**src/rtl/hbd_ram.sv**
```systemverilog
// Generic single-write, single-read RAM with registered read data.
`timescale 1ns / 1ps
module hbd_ram #(
  parameter int unsigned Width = 8,
  parameter int unsigned Depth = 256,
  localparam int unsigned Aw = (Depth > 1) ? $clog2(Depth) : 1
) (
  input  logic             clk_i,
  input  logic             we_i,
  input  logic [Aw-1:0]    waddr_i,
  input  logic [Width-1:0] wdata_i,
  input  logic             re_i,
  input  logic [Aw-1:0]    raddr_i,
  output logic [Width-1:0] rdata_o
);
  logic [Width-1:0] mem [Depth];
  logic [Width-1:0] rdata_q;

  always_ff @(posedge clk_i) begin
    if (we_i) begin
      mem[waddr_i] <= wdata_i;
    end
    if (re_i) begin
      rdata_q <= mem[raddr_i];
    end
  end

  assign rdata_o = rdata_q;
endmodule

```
**config.mk**
```make
export PLATFORM = sky130hd
export DESIGN_NAME = hbd_ram
export DESIGN_NICKNAME = d
export VERILOG_FILES = /design/src/rtl/hbd_ram.sv
export SDC_FILE = /design/constraint.sdc
export NUM_CORES = 2
export LEC_CHECK = 0
export ABC_AREA = 1
export BUFFER_PORTS_ARGS = -buffer_cell sky130_fd_sc_hd__buf_4
export CAP_MARGIN = 15
export CORE_MARGIN = 8
export CORE_UTILIZATION = 30
export DETAILED_ROUTE_END_ITERATION = 6
export SYNTH_ARGS = -nofsm -noshare
export SYNTH_HDL_FRONTEND = slang
export SYNTH_SLANG_ARGS = --single-unit
```
**constraint.sdc**
```tcl
create_clock -name clk_i -period 4.4 [get_ports clk_i]
set_input_delay 0.22 -clock clk_i [delete_from_list [all_inputs] [get_ports clk_i]]
set_output_delay 0.22 -clock clk_i [all_outputs]
set_load 0.005 [all_outputs]
```
# Word-level counts from Yosys, hierarchy flattened
# Memories as Yosys holds them, arrays and structs flattened. A register that Yosys moved wholly into a read port is not among the register bits.
# Index checks and enable logic that the tools add are counted.
# word_totals
regBits,0
ram_bits,2048
in_bits,27
out_inout_bits,8
word_cells,3
n_memories,1
# op_classes
mux,2
# mem_list
name,words,width,read_ports,rd_ports_with_merged_regs,write_ports,line_no,rtl
mem,256,8,1,1,1,16,logic [Width-1:0] mem [Depth];
# op_table
operator,count
$mux 1,2

# Depth between registers and ports, before layout
# depth
word_depth,2
ltp_mapped,15
ltp_nobuf,11

# Least setup slack after synthesis
# No wires, ideal clock.
# synth_path
path_kind,input to register
start,input port we_i
end,memory mem[162][0] (enable)
setup_ns,0.370
arrival_ns,1.341
t_required_ns,4.030
path_slack_ns,2.689
stages,4
path_buffers,2
cell_sequence,clkbuf_1 > nand3_1 > clkbuf_1 > nor2_1
# synth_via
elab_chain_cells,2
# synth_rtl
element,line_no,rtl
"start, declared",9,"input logic we_i,"
$mux 1,20,if (we_i) begin
$mux 1 (not written as such),21,mem[waddr_i] <= wdata_i;
"end, declared",16,
# Every way passes these cells.

==> flow_summary.yaml <==
timing:
  min_period_ns: 2.85
  fmax_mhz: 350
  rsz0062_at_grt: "false"
  clock_skew_ns: 0.0282
  drv_slew: 0
  relSlewSlack: 0.255
  setup_viol: 0
  hold_viol_final: 0
  post-route-period-util: 0.649
  fin_tns_setup_ns: 0
  worst_hold_slack_ns: 0.227
  worst_slew_pin_slew_ns: 1.11
placed_design:
  io_buffer_count: 34
  dp_hpwl_um: 132000
  place_congestion: 0.832
logic_synthesis:
  synth-seq-cells: 2056
  syn_inst: 7003
  netlist_area_mm2: 0.0835
  synth_warnings: 0
  avgSynthCellArea_um2: 11.9
  synth.distinct_cells: 13
  synthAdderAreaFrac: 0
  yosys.area_share.xor_xnor: 0
  synth.area.mux_share: 0
  ys_seq_area_frac: 0.740
  synth_compound_area_frac: 0
  synth-simple-area-share: 0.229
  syn_nets: 7030
  synth_top_family_by_area: "simple AND/OR/NAND/NOR gates"
clock_network:
  clk_root_buffer_cell: "clkbuf_16"
  cts_tree: "yes"
  clock_tree.buffer_depth: 3
  cts_buffers: 194
  cts_sinks: 2056
  cts_htree_levels: 4
  clkTransAtPathRegs_ns: 0.06
  insertion_delay_ns: 0.85
  cts_resized: 0
die:
  chipWidth_um: 544
  ios: 35
  rows: 193
  core_mm2: 0.277
  die_y_um: 544
  fp.dieArea_mm2: 0.295
  initial_core_util: 0.302
layout:
  drive_above_1_share: 0.0592
  syn2layout_area_growth_pct: 12.1
  layout.nets: 6902
grt:
  gr-usage-met2: 0.245
  grt.total_usage: 0.153
  grt.busiest_layer: "met2"
  antenna_found_initial: 9
  grt-ovfl-total: 0
  grt_pass1_wl_um: 346000
  grt_max_degree: 195
  grt_pass1_vias: 51800
  grt_use_met3: 0.0253
  globalRouteMet1Util: 0.209
worst_setup_path:
  worstSetupEndpointType: "flop"
  crit_type: "in -> reg"
  worstPathArrival_ns: 3.55
  reg2reg_slack_ns: 1.94
  required_ns: 5.10
  crit_path_max_fanout: 194
  critPathLaunchType: "input pin"
power:
  power_w: 0.0405
  powerDensity_mw_per_mm2: 432
  power_leakage_nw: 31.5
  peakVddDrop_mv: 0.307
route:
  detail-route-antenna-nets: 0
  drt_wl_total_um: 234000
  viasPerCell: 5.06
  drt_iter0_drc: 6146
  drt_first_pass_iters: 7
  vias: 54300
  route.detailed.drc: 2
  wl_per_cell_um: 21.8
outcome:
  status: "finished with violations"
  violations: "design-rule violations"
hold_path:
  hp-class: "in -> reg"
job:
  maxCapViolCount: 0
==> report_power, final <==
| part | internal, W | switching, W |
|---|---|---|
| sequential | 0.0216 | 0.0000186 |
| combinational | 0.000586 | 0.00191 |
| clock | 0.00917 | 0.00720 |
==> worst paths after layout <==
kind,from,end,cells after the start
worst max-delay path,raddr_i[0],rdata_o[7]$_DFFE_PP_,13
worst min register to register,mem[212][6]$_DFFE_PP_,rdata_o[6]$_DFFE_PP_,10
worst min-delay path,we_i,mem[183][4]$_DFFE_PP_,3
worst max register to register,mem[185][4]$_DFFE_PP_,rdata_o[4]$_DFFE_PP_,11
==> cells in the final DEF (no fill, tap or decap), types with 3 or more instances in the layout <==
cell type	count
nand2_1	2123
edfxtp_1	2056
nand3_1	2019
nor2_1	283
clkbuf_16	198
buf_4	99
clkbuf_1	42
clkinv_1	40
clkinv_2	37
buf_12	37
inv_1	34
bufinv_16	16
dlygate4sd3_1	12
buf_8	11
diode_2	7
clkinvlp_4	4
inv_16	3
inv_6	3
==> flip-flops by register name (all words and copies together) (netlist names) <==
name	flops
rdata_o	8
mem	2048
==> per-stage QoR <==
stage	instance area (µm²)	setup slack [ns]	std cells	utilization
after floorplan	83500	2.69	7003	-
after global placement	87300	1.01	10400	0.316
after detailed placement	87300	0.938	10400	0.316
after CTS	93600	1.82	10700	0.338
after global routing	93600	1.66	10700	0.338
final	93600	1.55	10700	0.338
==> cells in the mapped netlist <==
master,instances,area (µm²)
nand2_1,2123,7970
edfxtp_1,2056,61700
nand3_1,2019,10100
nor2_1,283,1060
buf_2,268,1340
clkbuf_1,112,420
buf_4,46,345
buf_1,40,150
inv_1,36,135
buf_6,16,180
inv_2,2,7.51
buf_8,1,15.0
inv_4,1,6.26
==> per-layer routing <==
metal	routed length, µm	vias to the layer above
met1	98400	27000
met5	27	-
met3	17800	389
met4	7960	4
met2	110000	2315
li1	-	24600
==> cell type report <==
type | count | area (µm²)
Clock buffer | 240 | 5110
Antenna cell | 7 | 17.5
Sequential cell | 2056 | 61700
Inverter | 39 | 180
Clock inverter | 106 | 997
Tap cell | 3705 | 4640
Timing Repair Buffer | 159 | 1770
Multi-Input combinational cell | 4425 | 19100
Fill cell | 27100 | 183000
==> logic make-up after synthesis <==
kind of cell,after synthesis
flip-flops,2056
buffers and inverters,522
AND/OR/NAND/NOR,4425
==> worst max-delay path, stage by stage <==
cell	delay, ns
buf_8	0.18
inv_16	0.39
buf_12	0.60
nand2_1	0.15
nand3_1	0.13
nand3_1	0.11
nand3_1	0.19
nand3_1	0.18
nand3_1	0.22
nand3_1	0.24
nand2_1	0.21
nand2_1	0.09
nand2_1	0.08
==> repair_timing <==
item | in CTS | in global routing
buffers inserted | 0 | 0
endpoints found under the hold margin | 332 | 0
hold buffers | 12 | 0
No activity file was read; power rests on OpenSTA's default activity.
